==> config.mk <==
export PLATFORM = sky130hd
export DESIGN_NAME = opaque_bounding_box_in_window_unit
export DESIGN_NICKNAME = d
export VERILOG_FILES = /design/src/design/obbw_pkg.sv /design/src/design/obbw_clamp.sv /design/src/design/opaque_bounding_box_in_window_unit.sv
export SDC_FILE = /design/constraint.sdc
export NUM_CORES = 1
export LEC_CHECK = 0
export BUFFER_PORTS_ARGS = -buffer_cell sky130_fd_sc_hd__buf_4
export CORE_MARGIN = 2
export CORE_UTILIZATION = 46
export CTS_CLUSTER_SIZE = 25
export DETAILED_ROUTE_END_ITERATION = 12
export PLACE_DENSITY_LB_ADDON = 0.08
export SYNTH_ARGS = -nofsm -noshare
export SYNTH_HDL_FRONTEND = slang
export SYNTH_HIERARCHICAL = 1
export SYNTH_SLANG_ARGS = --single-unit
export TNS_END_PERCENT = 5
==> constraint.sdc <==
create_clock -name clk -period 8.9 [get_ports clk]
set_input_delay 0.89 -clock clk [delete_from_list [all_inputs] [get_ports clk]]
set_output_delay 0.89 -clock clk [all_outputs]
set_load 0.02 [all_outputs]
==> src/design/obbw_pkg.sv <==
// shared constants for the opaque bounding box block: register indexes,
// pass codes and fixed field widths; no dependencies
`default_nettype none

package obbw_pkg;

  localparam int DIM_REG_W = 13;
  localparam int WIN_W     = 16;
  localparam int ALPHA_W   = 8;
  localparam int BOX_W     = 13;
  localparam int PASS_W    = 2;
  localparam int CFG_IDX_W = 3;

  typedef enum logic [CFG_IDX_W-1:0] {
    REG_WIDTH,
    REG_HEIGHT,
    REG_TOP_DOWN,
    REG_WIN_LEFT,
    REG_WIN_RIGHT,
    REG_WIN_TOP,
    REG_WIN_BOTTOM
  } reg_index_t;

  localparam logic [PASS_W-1:0] PASS_EMPTY  = 2'd0;
  localparam logic [PASS_W-1:0] PASS_TIGHT  = 2'd1;
  localparam logic [PASS_W-1:0] PASS_SHRANK = 2'd2;

endpackage

`default_nettype wire

==> src/design/obbw_clamp.sv <==
// clamps one signed window bound into [0, dim-1]
// depends on obbw_pkg
`default_nettype none

module obbw_clamp #(
  parameter int MAX_DIM = 4096
) (
  input  wire logic signed [obbw_pkg::WIN_W-1:0] bound,
  input  wire logic [$clog2(MAX_DIM+1)-1:0]      dim,
  output logic [$clog2(MAX_DIM)-1:0]             clamped
);
  import obbw_pkg::*;

  localparam int CW   = $clog2(MAX_DIM);
  localparam int DW   = $clog2(MAX_DIM + 1);
  localparam int CMPW = (DW > WIN_W) ? DW : WIN_W;

  logic [CMPW-1:0] bound_u;
  logic [CMPW-1:0] hi_u;

  assign bound_u = CMPW'(bound[WIN_W-2:0]);
  assign hi_u    = CMPW'(DW'(dim - DW'(1)));

  always_comb begin
    if (bound[WIN_W-1]) begin
      clamped = '0;
    end else if (bound_u > hi_u) begin
      clamped = CW'(hi_u);
    end else begin
      clamped = CW'(bound_u);
    end
  end

endmodule

`default_nettype wire

==> src/design/opaque_bounding_box_in_window_unit.sv <==
// top level of the opaque bounding box block: configuration registers,
// pixel counters, box tracking and result register; depends on obbw_pkg, obbw_clamp
`default_nettype none

// Takes one pixel alpha byte per cycle in memory order and, on the last pixel
// of a frame, sends one result: the tight box around nonzero alpha pixels
// inside the clamped search window plus a pass count. Sustained rate is one
// pixel per clock; a pixel goes through an input register and, on frame end,
// the result register, so the result is offered once the last pixel has passed
// both. The only thing that holds input back is an undelivered result in the
// output register when another frame-ending pixel arrives. The user must write
// registers through the cfg port while no pixel is in flight; the block does not
// enforce it. A write may fall between frames or inside one, the counters carry on.
module opaque_bounding_box_in_window_unit #(
  parameter int MAX_DIM = 4096
) (
  input  wire logic                              clk,
  input  wire logic                              rst,
  // configuration write channel
  input  wire logic                              cfg_valid,
  output logic                                   cfg_ready,
  input  wire logic [obbw_pkg::CFG_IDX_W-1:0]    cfg_index,
  input  wire logic [obbw_pkg::WIN_W-1:0]        cfg_data,
  // pixel stream; tdata: alpha[7:0]
  input  wire logic                              s_tvalid,
  output logic                                   s_tready,
  input  wire logic [7:0]                        s_tdata,
  // result stream; tdata: box_left[12:0], box_right[25:13], box_top[38:26],
  // box_bottom[51:39], pass_count[53:52], zero[55:54]
  output logic                                   m_tvalid,
  input  wire logic                              m_tready,
  output logic [55:0]                            m_tdata
);
  import obbw_pkg::*;

  localparam int CW = $clog2(MAX_DIM);
  localparam int DW = $clog2(MAX_DIM + 1);

  // configuration registers
  logic [DIM_REG_W-1:0]    image_width;
  logic [DIM_REG_W-1:0]    image_height;
  logic                    rows_top_down;
  logic signed [WIN_W-1:0] win_left, win_right, win_top, win_bottom;

  assign cfg_ready = !rst;

  always_ff @(posedge clk) begin
    if (rst) begin
      image_width   <= DIM_REG_W'(1);
      image_height  <= DIM_REG_W'(1);
      rows_top_down <= 1'b1;
      win_left      <= '0;
      win_right     <= 16'sh7FFF;
      win_top       <= '0;
      win_bottom    <= 16'sh7FFF;
    end else if (cfg_valid && cfg_ready) begin
      case (reg_index_t'(cfg_index))
        REG_WIDTH:      image_width   <= cfg_data[DIM_REG_W-1:0];
        REG_HEIGHT:     image_height  <= cfg_data[DIM_REG_W-1:0];
        REG_TOP_DOWN:   rows_top_down <= cfg_data[0];
        REG_WIN_LEFT:   win_left      <= cfg_data;
        REG_WIN_RIGHT:  win_right     <= cfg_data;
        REG_WIN_TOP:    win_top       <= cfg_data;
        REG_WIN_BOTTOM: win_bottom    <= cfg_data;
        default: ;
      endcase
    end
  end

  // effective dimensions: zero acts as one, capped at MAX_DIM
  logic [DW-1:0] w_eff, h_eff, w_m1, h_m1;

  always_comb begin
    if (image_width == '0) begin
      w_eff = DW'(1);
    end else if (32'(image_width) > MAX_DIM) begin
      w_eff = DW'(MAX_DIM);
    end else begin
      w_eff = DW'(image_width);
    end
    if (image_height == '0) begin
      h_eff = DW'(1);
    end else if (32'(image_height) > MAX_DIM) begin
      h_eff = DW'(MAX_DIM);
    end else begin
      h_eff = DW'(image_height);
    end
  end

  assign w_m1 = w_eff - DW'(1);
  assign h_m1 = h_eff - DW'(1);

  logic [CW-1:0] cl, cr, ct, cb;

  obbw_clamp #(.MAX_DIM(MAX_DIM)) u_clamp_left (
    .bound(win_left), .dim(w_eff), .clamped(cl));
  obbw_clamp #(.MAX_DIM(MAX_DIM)) u_clamp_right (
    .bound(win_right), .dim(w_eff), .clamped(cr));
  obbw_clamp #(.MAX_DIM(MAX_DIM)) u_clamp_top (
    .bound(win_top), .dim(h_eff), .clamped(ct));
  obbw_clamp #(.MAX_DIM(MAX_DIM)) u_clamp_bottom (
    .bound(win_bottom), .dim(h_eff), .clamped(cb));

  // input register
  logic               s1_valid;
  logic [ALPHA_W-1:0] s1_alpha;
  logic               advance;

  assign s_tready = !rst && (!s1_valid || advance);

  always_ff @(posedge clk) begin
    if (rst) begin
      s1_valid <= 1'b0;
    end else if (s_tready) begin
      s1_valid <= s_tvalid;
    end
  end

  always_ff @(posedge clk) begin
    if (s_tvalid && s_tready) begin
      s1_alpha <= s_tdata[ALPHA_W-1:0];
    end
  end

  // frame position and box tracking
  logic [CW-1:0] col_count, row_count;
  logic [CW-1:0] min_col, max_col, min_row, max_row;
  logic          any_opaque;

  logic [CW-1:0] y;
  logic          hit, row_end, frame_end;
  logic [CW-1:0] min_col_next, max_col_next, min_row_next, max_row_next;
  logic          any_opaque_next;

  always_comb begin
    if (rows_top_down) begin
      y = row_count;
    end else if (DW'(row_count) >= h_m1) begin
      y = '0;
    end else begin
      y = CW'(h_m1 - DW'(row_count));
    end
  end

  assign hit = (s1_alpha != '0) && (col_count >= cl) && (col_count <= cr)
               && (y >= ct) && (y <= cb);
  assign row_end   = DW'(col_count) >= w_m1;
  assign frame_end = row_end && (DW'(row_count) >= h_m1);

  always_comb begin
    min_col_next    = min_col;
    max_col_next    = max_col;
    min_row_next    = min_row;
    max_row_next    = max_row;
    any_opaque_next = any_opaque;
    if (hit) begin
      any_opaque_next = 1'b1;
      if (!any_opaque) begin
        min_col_next = col_count;
        max_col_next = col_count;
        min_row_next = y;
        max_row_next = y;
      end else begin
        if (col_count < min_col) min_col_next = col_count;
        if (col_count > max_col) max_col_next = col_count;
        if (y < min_row) min_row_next = y;
        if (y > max_row) max_row_next = y;
      end
    end
  end

  // a frame-ending pixel waits only while the result register is still full
  assign advance = s1_valid && (!frame_end || !m_tvalid || m_tready);

  always_ff @(posedge clk) begin
    if (rst) begin
      col_count  <= '0;
      row_count  <= '0;
      any_opaque <= 1'b0;
    end else if (advance) begin
      if (frame_end) begin
        col_count  <= '0;
        row_count  <= '0;
        any_opaque <= 1'b0;
      end else if (row_end) begin
        col_count  <= '0;
        row_count  <= row_count + CW'(1);
        any_opaque <= any_opaque_next;
      end else begin
        col_count  <= col_count + CW'(1);
        any_opaque <= any_opaque_next;
      end
    end
  end

  always_ff @(posedge clk) begin
    if (advance) begin
      min_col <= min_col_next;
      max_col <= max_col_next;
      min_row <= min_row_next;
      max_row <= max_row_next;
    end
  end

  // result
  logic              empty, tight;
  logic [BOX_W-1:0]  box_left, box_right, box_top, box_bottom;
  logic [PASS_W-1:0] pass_count;

  assign empty = (cl > cr) || (ct > cb) || !any_opaque_next;
  assign tight = (min_col_next == cl) && (max_col_next == cr)
                 && (min_row_next == ct) && (max_row_next == cb);

  always_ff @(posedge clk) begin
    if (rst) begin
      m_tvalid <= 1'b0;
    end else if (advance && frame_end) begin
      m_tvalid <= 1'b1;
    end else if (m_tready) begin
      m_tvalid <= 1'b0;
    end
  end

  always_ff @(posedge clk) begin
    if (advance && frame_end) begin
      if (empty) begin
        box_left   <= '0;
        box_right  <= '1;
        box_top    <= '0;
        box_bottom <= '1;
        pass_count <= PASS_EMPTY;
      end else begin
        box_left   <= BOX_W'(min_col_next);
        box_right  <= BOX_W'(max_col_next);
        box_top    <= BOX_W'(min_row_next);
        box_bottom <= BOX_W'(max_row_next);
        pass_count <= tight ? PASS_TIGHT : PASS_SHRANK;
      end
    end
  end

  assign m_tdata = {2'b00, pass_count, box_bottom, box_top, box_right, box_left};

  // checks
  a_counters_cleared: assert property (@(posedge clk) disable iff (rst)
    advance && frame_end |=> col_count == '0 && row_count == '0 && !any_opaque)
    else $error("frame counters not cleared after frame end");

  a_box_ordered: assert property (@(posedge clk) disable iff (rst)
    any_opaque |-> min_col <= max_col && min_row <= max_row)
    else $error("tracked box is inverted");

  a_result_held: assert property (@(posedge clk) disable iff (rst)
    m_tvalid && !m_tready |=> m_tvalid)
    else $error("pending result dropped");

  a_empty_form: assert property (@(posedge clk) disable iff (rst)
    m_tvalid && pass_count == PASS_EMPTY |-> box_left == '0 && box_right == '1
      && box_top == '0 && box_bottom == '1)
    else $error("empty result has wrong box");

  a_pass_code: assert property (@(posedge clk) disable iff (rst)
    m_tvalid |-> pass_count == PASS_EMPTY || pass_count == PASS_TIGHT
      || pass_count == PASS_SHRANK)
    else $error("reserved pass count");

endmodule

`default_nettype wire
=== After elaboration in Yosys (flattened, before gate mapping) ===
Cells that the tools add are included.

* Eq/ne operators: 10
* Reduce and logical (&&, ||, !) cells: 37
* Magnitude comparators: 18
* Add/sub/neg operators: 5
* Multiplexer cells: 37

{| class="wikitable"
|+ Operator list
! cell !! number
|-
| 12-bit 2-to-1 mux || 26
|-
| 13-bit 2-to-1 mux || 6
|-
| 15-bit by 13-bit > comparator with 1-bit output || 4
|-
| 12-bit equality test || 4
|-
| 12-bit > comparator || 4
|-
| 12-bit by 13-bit >= comparator with 1-bit output || 2
|-
| 13-bit > comparator, second input constant || 2
|-
| 13-bit zero test || 2
|-
| 13-bit by 1-bit subtractor with 13-bit output, second input constant || 2
|-
| 12-bit by 1-bit adder with 12-bit output, second input constant || 2
|-
| 12-bit >= comparator || 2
|-
| 12-bit <= comparator || 2
|-
| 12-bit < comparator || 2
|-
| 2-bit AND reduction || 8
|-
| 1-bit logical AND || 13
|-
| 12-bit subtractor || 1
|-
| 3-bit equality test, second input constant || 3
|-
| 8-bit nonzero test || 1
|-
| 3-bit by 2-bit equality test with 1-bit output, second input constant || 2
|-
| 1-bit zero test || 5
|-
| 1-bit logical OR || 5
|-
| 1-bit 2-to-1 mux || 4
|-
| 2-bit nonzero test || 2
|-
| 3-bit by 1-bit equality test with 1-bit output, second input constant || 1
|-
| other kinds (2) || 2
|}

* Bits in registers: 228
* Input port bits: 32

=== Longest topological paths before layout ===
Gate-level depths: netlist of run 1.

* Depth after elaboration: 18
* Depth in mapped cells: 33

=== Cells and area by module ===
Netlist of run 1, hierarchy kept.

{| class="wikitable"
|+ Modules (own cells, without submodules)
! module !! cells each !! instances !! seq. area each (um^2) !! area each (um^2)
|-
| opaque_bounding_box_in_window_unit || 1632 || 1 || 5575.3 || 14699.1
|-
| obbw_clamp || 105 || 4 || 0.0 || 810.8
|}

=== Least setup slack after synthesis of run 1 ===
No wires, ideal clock.

* Path type: reg2reg
* Start: register image_height[8]
* End: register pass_count[1], data pin
* Cell stages (with the launch flop): 30
* Data arrival time: 7.441 ns
* Buffers on the path: 3
* Slack: 1.204 ns
* Cells stage by stage: dfxtp_1 nor3_1 a31oi_1 nor2_1 or3_1 or3_1 or3_1 clkbuf_1 nor4_1 xor2_1 inv_1 ha_1 a211oi_1 nand2_1 nor2_1 a31oi_4 o31ai_1 ha_1 and4_1 a2111oi_0 o221ai_1 and4_1 buf_6 nand2_1 buf_1 mux2i_1 o2111ai_1 or4_2 or4_1 o21a_1

* Cells in the longest elaborated chain, start to end: 16

{| class="wikitable"
|+ Ends and longest elaborated chain
! element !! RTL line !! source
|-
| from (decl) || opaque_bounding_box_in_window_unit.sv:41 || <nowiki>logic [DIM_REG_W-1:0] image_height;</nowiki>
|-
| from (signal assigned) || opaque_bounding_box_in_window_unit.sv:59 || <nowiki>REG_HEIGHT: image_height <= cfg_data[DIM_REG_W-1:0];</nowiki>
|-
| 13-bit > comparator || opaque_bounding_box_in_window_unit.sv:83 || <nowiki>end else if (32'(image_height) > MAX_DIM) begin</nowiki>
|-
| 13-bit 2-to-1 mux || opaque_bounding_box_in_window_unit.sv:83 ||
|-
| 13-bit 2-to-1 mux (*) || opaque_bounding_box_in_window_unit.sv:81 || <nowiki>if (image_height == '0) begin</nowiki>
|-
| net h_eff[0] || opaque_bounding_box_in_window_unit.sv:71 || <nowiki>logic [DW-1:0] w_eff, h_eff, w_m1, h_m1;</nowiki>
|-
| 13-bit by 1-bit subtractor with 13-bit output (*) || obbw_clamp.sv:22, opaque_bounding_box_in_window_unit.sv:91 ||
|-
| 12-bit subtractor, or another cell as far along || opaque_bounding_box_in_window_unit.sv:141 || <nowiki>y = CW'(h_m1 - DW'(row_count));</nowiki>
|-
| 12-bit 2-to-1 mux, on equally long branches || opaque_bounding_box_in_window_unit.sv:138, obbw_clamp.sv:27 ||
|-
| 12-bit 2-to-1 mux, on equally long branches || opaque_bounding_box_in_window_unit.sv:136, obbw_clamp.sv:25 ||
|-
| 12-bit >= comparator || opaque_bounding_box_in_window_unit.sv:146 || <nowiki>&& (y >= ct) && (y <= cb);</nowiki>
|-
| 1-bit logical AND (2 in a row) || opaque_bounding_box_in_window_unit.sv:146 ||
|-
| 12-bit 2-to-1 mux || opaque_bounding_box_in_window_unit.sv:156 || <nowiki>if (hit) begin</nowiki>
|-
| 12-bit equality test || opaque_bounding_box_in_window_unit.sv:211 || <nowiki>assign tight = (min_col_next == cl) && (max_col_next == cr)</nowiki>
|-
| 1-bit logical AND || opaque_bounding_box_in_window_unit.sv:211 ||
|-
| 1-bit logical AND (2 in a row) || opaque_bounding_box_in_window_unit.sv:212 || <nowiki>&& (min_row_next == ct) && (max_row_next == cb);</nowiki>
|-
| 2-bit 2-to-1 mux || opaque_bounding_box_in_window_unit.sv:237 || <nowiki>pass_count <= tight ? PASS_TIGHT : PASS_SHRANK;</nowiki>
|-
| to (signal assigned) || opaque_bounding_box_in_window_unit.sv:237 ||
|-
| to (decl) || opaque_bounding_box_in_window_unit.sv:208 || <nowiki>logic [PASS_W-1:0] pass_count;</nowiki>
|}

The timed path passes the listed nets; every way through them passes the cells marked *.
A chain may end at the register's enable or synchronous reset.

=== Worst setup path after layout of run 1 ===
* Start: register image_height[12]
* End: register pass_count[1], data pin

The elaborated chain is that of the path after synthesis.

==> results_dict.tcl, run 1 <==
set metrics [dict create \
    layout_setup_ws_ns 0.4582 \
    leakagePower_uw 0.008459 \
    rows 72 \
    start_util 0.4653 \
    cts.sinks 225 \
    final_layout_size_suffix_gt1_frac 0.1262 \
    port_buffers 86 \
    cp_slowest_cell "or4_1" \
    ys_types 89 \
    grt_usage 0.2756 \
    hold_class "reg -> reg" \
    area_growth_pct 11.97 \
    tritoncts "done" \
    clk_pin_slew_ns 0.06 \
    final.period_utilization 0.9485 \
    cp_max_fo 25 \
    status "finished, final reports clean" \
    cp.arrival_ns 8.75 \
    drtIter0Drc 1200 \
    nets 2374 \
    fillCellCount 3753 \
    antenna_left 0 \
    diodes 0 \
    routed_wl_mm 56.49 \
    die_x_um 201.5 \
    ios 91 \
    syn_avg_cell_area_um2 8.744 \
    rsz0062_at_grt "no" \
    cp-start-kind "flop" \
    gp_congestion 0.9397 \
    cts_buffers 26 \
    fin_skew_ns 0.01436 \
    first_pass_iters 6 \
    layout_min_cycle_time_ns 8.442 \
    hold_violations 0 \
    crit_type "reg -> reg" \
    maxSlewHeadroom 0.2789 \
    tns_ns 0 \
    synth-edff-count 107 \
    synthCells 2052 \
    antenna_found_initial 0 \
    cap_violations 0 \
    dp_hpwl_mm 43.69 \
    ys.flop_type "dfxtp_1" \
    yosysSeqAreaShare 0.3107 \
    clk_path_buf_depth 3 \
    clk_latency_ns 0.56 \
    die_y_um 201.5 \
    routed_wire_length_per_instance_um 21.19 \
    htreeDepth 1 \
    grt_pass1_vias 14660 \
    ys_warn_count 6 \
    grt_pass1_wl_mm 86.94 \
    grt.overflow.total 0 \
    crit_buf_inv 2 \
    vias_per_cell 5.793 \
    critPathMaxStageDelay_ns 0.55 \
    maxSlewViolCount 0 \
    synthArstFlopShare 0 \
    setup_violations 0 \
    drc 0 \
    post-place-ws_ns 0.1328 \
    fmax_ghz 0.1185 \
    netlist_area_um2 17940 \
    grt_max_degree 67 \
    die_area_um2 40600 \
    core_um2 38560 \
    power.density_nw_per_um2 172.7 \
    crit_required_ns 9.21 \
    via_count 15450 \
    ys_ff_latch 225 \
    tightest_slew_ns 1.082 \
    peakVddDrop_v 0.0001324 \
    end_kind "flop" \
    cts_root_buffer "clkbuf_16" \
    cp_top_family "simple AND/OR/NAND/NOR gates" \
]
-- cells in the mapped netlist, drive strengths merged (24+ instances only) --
master / n / area share
nor4: 27 / 0.0094
nor2b: 73 / 0.025
a21o: 29 / 0.012
inv: 164 / 0.034
edfxtp: 107 / 0.18
xor2: 61 / 0.030
dfxtp: 118 / 0.13
nand2b: 41 / 0.015
clkbuf: 61 / 0.014
a21oi: 144 / 0.040
xnor2: 62 / 0.030
nand2: 215 / 0.045
and2: 24 / 0.0085
nand4: 38 / 0.013
mux2: 57 / 0.044
nand3: 52 / 0.015
o21ai: 85 / 0.024
mux2i: 53 / 0.030
nor3: 35 / 0.010
ha: 212 / 0.15
nor2: 159 / 0.033
-- flip-flops by register name, summed over array words and instances, names as in the netlist, 13 cells and up --
name and count:
win_right 16, win_top 16, win_left 16, box_right 13, image_width 13, image_height 13
win_bottom 16
-- power by group --
group	switching, µW	total [µW]	internal [µW]
Combinational	659	1070	413
Clock	450	1120	669
Sequential	59.7	1280	1220
-- per-layer routing --
layer / GRT usage / up-vias / share of wire
met2: 0.4350 / 509 / 0.44
met5: 0 / - / 0
met1: 0.3855 / 7348 / 0.47
li1: - / 7475 / -
met4: 0.1071 / 0 / 0.037
met3: 0.03239 / 113 / 0.057
-- final timing paths --
| path | cells past startpoint | endpoint | startpoint | slack (ns) |
|---|---|---|---|---|
| max | 26 | pass_count[1]$_SDFFCE_PP0P_ | image_height[12]$_SDFFE_PP0P_ | 0.46 |
| min | 2 | win_top[0]$_SDFFE_PP0P_ | win_top[0]$_SDFFE_PP0P_ | 0.47 |
| max reg2reg | 26 | pass_count[1]$_SDFFCE_PP0P_ | image_height[12]$_SDFFE_PP0P_ | 0.46 |
| min reg2reg | 2 | win_top[0]$_SDFFE_PP0P_ | win_top[0]$_SDFFE_PP0P_ | 0.47 |
-- final cells by class --
cell class | count | area (µm²) | share of cell area
Inverter | 164 | 619.3 | 0.03083
Multi-Input combinational cell | 1586 | 11410 | 0.5681
Clock inverter | 13 | 152.6 | 0.007598
Tap cell | 518 | 648.1 | 0.03226
Sequential cell | 225 | 5575 | 0.2775
Clock buffer | 34 | 734.5 | 0.03656
Timing Repair Buffer | 126 | 945.9 | 0.04709
-- placed cells by master (no fill, tap or decap), drive strengths merged, types with 6 or more instances in the layout --
cell,instances
a2111oi,8
a211oi,18
a21o,29
a21oi,144
and2,24
and3,6
buf,126
clkbuf,34
clkinv,8
dfxtp,118
edfxtp,107
ha,212
inv,164
mux2,57
mux2i,53
nand2,215
nand2b,41
nand3,52
nand3b,6
nand4,38
nand4b,9
nor2,159
nor2b,73
nor3,35
nor4,27
nor4b,6
o211ai,12
o21a,7
o21ai,85
o22ai,11
o31ai,15
or3,15
or4,16
xnor2,62
xor2,61
-- repair_timing --
action                                  4_1_cts  5_1_grt
hold buffers                                  0        0
setup buffers                                 0        8
endpoints found under the setup margin        0        2
resized for setup                             0       10
-- stage by stage --
stage / power (µW) / cells / utilization / hold WS (ns) / instance area [µm²]
6_report: 3469 / 2666 / 0.5210 / 0.4735 / 20090
5_1_grt: 3650 / 2666 / 0.5210 / 0.4927 / 20090
4_1_cts: 3473 / 2658 / 0.5185 / 0.4724 / 19990
3_5_place_dp: 2346 / 2611 / 0.4955 / 0.4564 / 19110
3_3_place_gp: 2338 / 2611 / 0.4955 / 0.4504 / 19110
2_1_floorplan: 2036 / 2055 / - / 0.4363 / 17950
-- cells by family (layout without fill, tap and decap cells) --
group	after synthesis	count (layout)	share of synthesized area
simple gates	742	742	0.2090
compound gates	394	394	0.1409
buf+inv	244	337	0.05642
flops	225	225	0.3107
fa+ha+maj	213	213	0.1490
xor+xnor	123	123	0.06004
mux	110	110	0.07371
other cells	1	4	0.0002090
-- worst register-to-register path, stage by stage, from the launching register on --
cell and delay (ns):
dfxtp_1 0.41, nand2b_1 0.21, inv_1 0.18, or3_1 0.45
or3_1 0.39, or3_1 0.42, nor4_1 0.36, xor2_1 0.17
ha_1 0.45, nand3_1 0.10, nor4_1 0.29, nor2_1 0.17
a31oi_4 0.34, nor2_1 0.10, a22o_2 0.34, ha_1 0.33
a211o_1 0.33, a2111oi_0 0.28, o221ai_1 0.28, and4_1 0.23
buf_4 0.18, nand2b_4 0.24, o21ai_0 0.14, or4_1 0.52
or4_1 0.51, or4_1 0.55, o21a_1 0.20
Power figures use the tool's default switching activity.
==> inputs of run 2 (changes only) <==
--- a/config.mk
+++ b/config.mk
@@ -10,6 +10,7 @@
 export CORE_UTILIZATION = 46
 export CTS_CLUSTER_SIZE = 25
 export DETAILED_ROUTE_END_ITERATION = 12
+export GPL_TIMING_DRIVEN = 0
 export PLACE_DENSITY_LB_ADDON = 0.08
 export SYNTH_ARGS = -nofsm -noshare
 export SYNTH_HDL_FRONTEND = slang
==> results_dict.tcl, run 2 (synthesis results as in run 1) <==
set metrics [dict create \
    routed-wl-met2_mm 25.34 \
    clk_pin_slew_ns 0.06 \
    setup_violations 0 \
    cp.arrival_ns 8.89 \
    via_count 15590 \
    routed_wire_length_per_instance_um 21.07 \
    cts_buffers 26 \
    area_growth_pct 13.44 \
    first_pass_iters 5 \
    die_x_um 201.5 \
    die_y_um 201.5 \
    rsz0062_at_grt "no" \
    clk_path_buf_depth 3 \
    core_um2 38560 \
    top_layer "met4" \
    dp_hpwl_mm 44.70 \
    rows 72 \
    final_common_cell "nand2_1" \
    htreeDepth 1 \
    leakagePower_uw 0.008519 \
    crit_type "reg -> reg" \
    wl_met1_mm 26.36 \
    cts.sinks 225 \
    hold_violations 0 \
    wl_met3_mm 3.288 \
    layout_min_cycle_time_ns 8.566 \
    grt_pass1_wl_mm 87.76 \
    end_kind "flop" \
    status "finished, final reports clean" \
    dp_cells 2666 \
    fin_util 0.5279 \
    antenna_left 0 \
    grt_usage 0.2791 \
    fillCellCount 3779 \
    cp-start-kind "flop" \
    cap_violations 0 \
    grt_max_degree 26 \
    total_power_uw 3454 \
    tightest_slew_ns 1.015 \
    crit_required_ns 9.22 \
    clk_latency_ns 0.56 \
    cp_max_fo 10 \
    holdBufCountCts 0 \
    antenna_found_initial 1 \
    nets 2430 \
    power.density_nw_per_um2 169.7 \
    start_util 0.4653 \
    grt_pass1_vias 14960 \
    fmax_ghz 0.1167 \
    maxSlewViolCount 0 \
    tritoncts "done" \
    mostFrequentLayoutCells "nand2_1 (215), ha_1 (211), inv_1 (160), nor2_1 (156), a21oi_1 (143)" \
    gp_congestion 0.9244 \
    final_layout_size_suffix_gt1_frac 0.1257 \
    vias_per_cell 5.727 \
    final.period_utilization 0.9625 \
    peakVddDrop_v 0.0001494 \
    die_area_um2 40600 \
    ios 91 \
    drtIter0Drc 1227 \
    diodes 0 \
    hold_class "reg -> reg" \
    cts_root_buffer "clkbuf_16" \
    fin_skew_ns 0.02350 \
    final_cells 2722 \
    grt.overflow.total 0 \
    routed_wl_mm 57.35 \
    port_buffers 85 \
    hold_slack_ns 0.4780 \
    drc 0 \
    maxSlewHeadroom 0.3221 \
]
## run 2: stage by stage
step | TNS (ns) | setup WS (ns) | instance area (µm²)
2_1_floorplan | 0 | 1.204 | 17950
6_report | 0 | 0.3341 | 20350
5_1_grt | 0 | 0.006390 | 20350
4_1_cts | 0 | 0.02373 | 20230
3_3_place_gp | -57.78 | -1.117 | 19240
3_5_place_dp | -1.132 | -0.5974 | 19340
## run 2: path summary, 6_finish.rpt
kind / slack [ns] / cells past startpoint / startpoint / endpoint
worst max-delay path: 0.33 / 27 / image_height[12]$_SDFFE_PP0P_ / pass_count[1]$_SDFFCE_PP0P_
worst min-delay path: 0.48 / 2 / win_right[0]$_SDFFE_PP1P_ / win_right[0]$_SDFFE_PP1P_
worst max register to register: 0.33 / 27 / image_height[12]$_SDFFE_PP0P_ / pass_count[1]$_SDFFCE_PP0P_
worst min register to register: 0.48 / 2 / win_right[0]$_SDFFE_PP1P_ / win_right[0]$_SDFFE_PP1P_
## run 2: metal layers
layer / track usage / vias to the layer above
met1: 0.3827 / 7403
met3: 0.04114 / 119
met5: 0 / -
met4: 0.1119 / 0
li1: - / 7585
met2: 0.4417 / 483
## run 2: timing repair
item	in CTS	in global routing
buffers inserted	3	6
pin swaps	1	3
endpoints found under the setup margin	2	2
resized for setup	11	24
endpoints found under the hold margin	0	0
## run 2: final cells by class
class	instances	area, µm²	share of cell area
multi-input combinational	1586	11490	0.5644
inverter	164	619.3	0.03043
clock inverter	12	102.6	0.005041
clock buffer	35	725.7	0.03565
sequential	225	5575	0.2739
timing repair buffer	102	790.8	0.03885
buffer	80	404.1	0.01985
tap	518	648.1	0.03184
## run 2: worst max-delay path, stage by stage, from the launching register on
cell       delay [ns]
dfxtp_1          0.41
nand2b_1         0.26
inv_1            0.22
or3_1            0.46
or3_1            0.36
or3_1            0.31
clkbuf_1         0.16
nor2_2           0.24
xor2_1           0.31
ha_1             0.37
a211oi_1         0.28
nand2_1          0.12
nor2_2           0.19
a31oi_4          0.17
buf_4            0.20
o31ai_2          0.71
ha_1             0.37
a211oi_1         0.49
a2111oi_2        0.08
and4_1           0.24
buf_6            0.15
nand2_1          0.21
buf_4            0.25
mux2i_4          0.31
o2111ai_1        0.15
or4_2            0.65
or4_1            0.46
o21a_1           0.20
## run 2: power by group
| group | internal, µW | switching [µW] | leakage (µW) |
|---|---|---|---|
| combinational | 434 | 690 | 0.00620 |
| sequential | 1220 | 53.7 | 0.00192 |
| clock | 603 | 456 | 0.000401 |
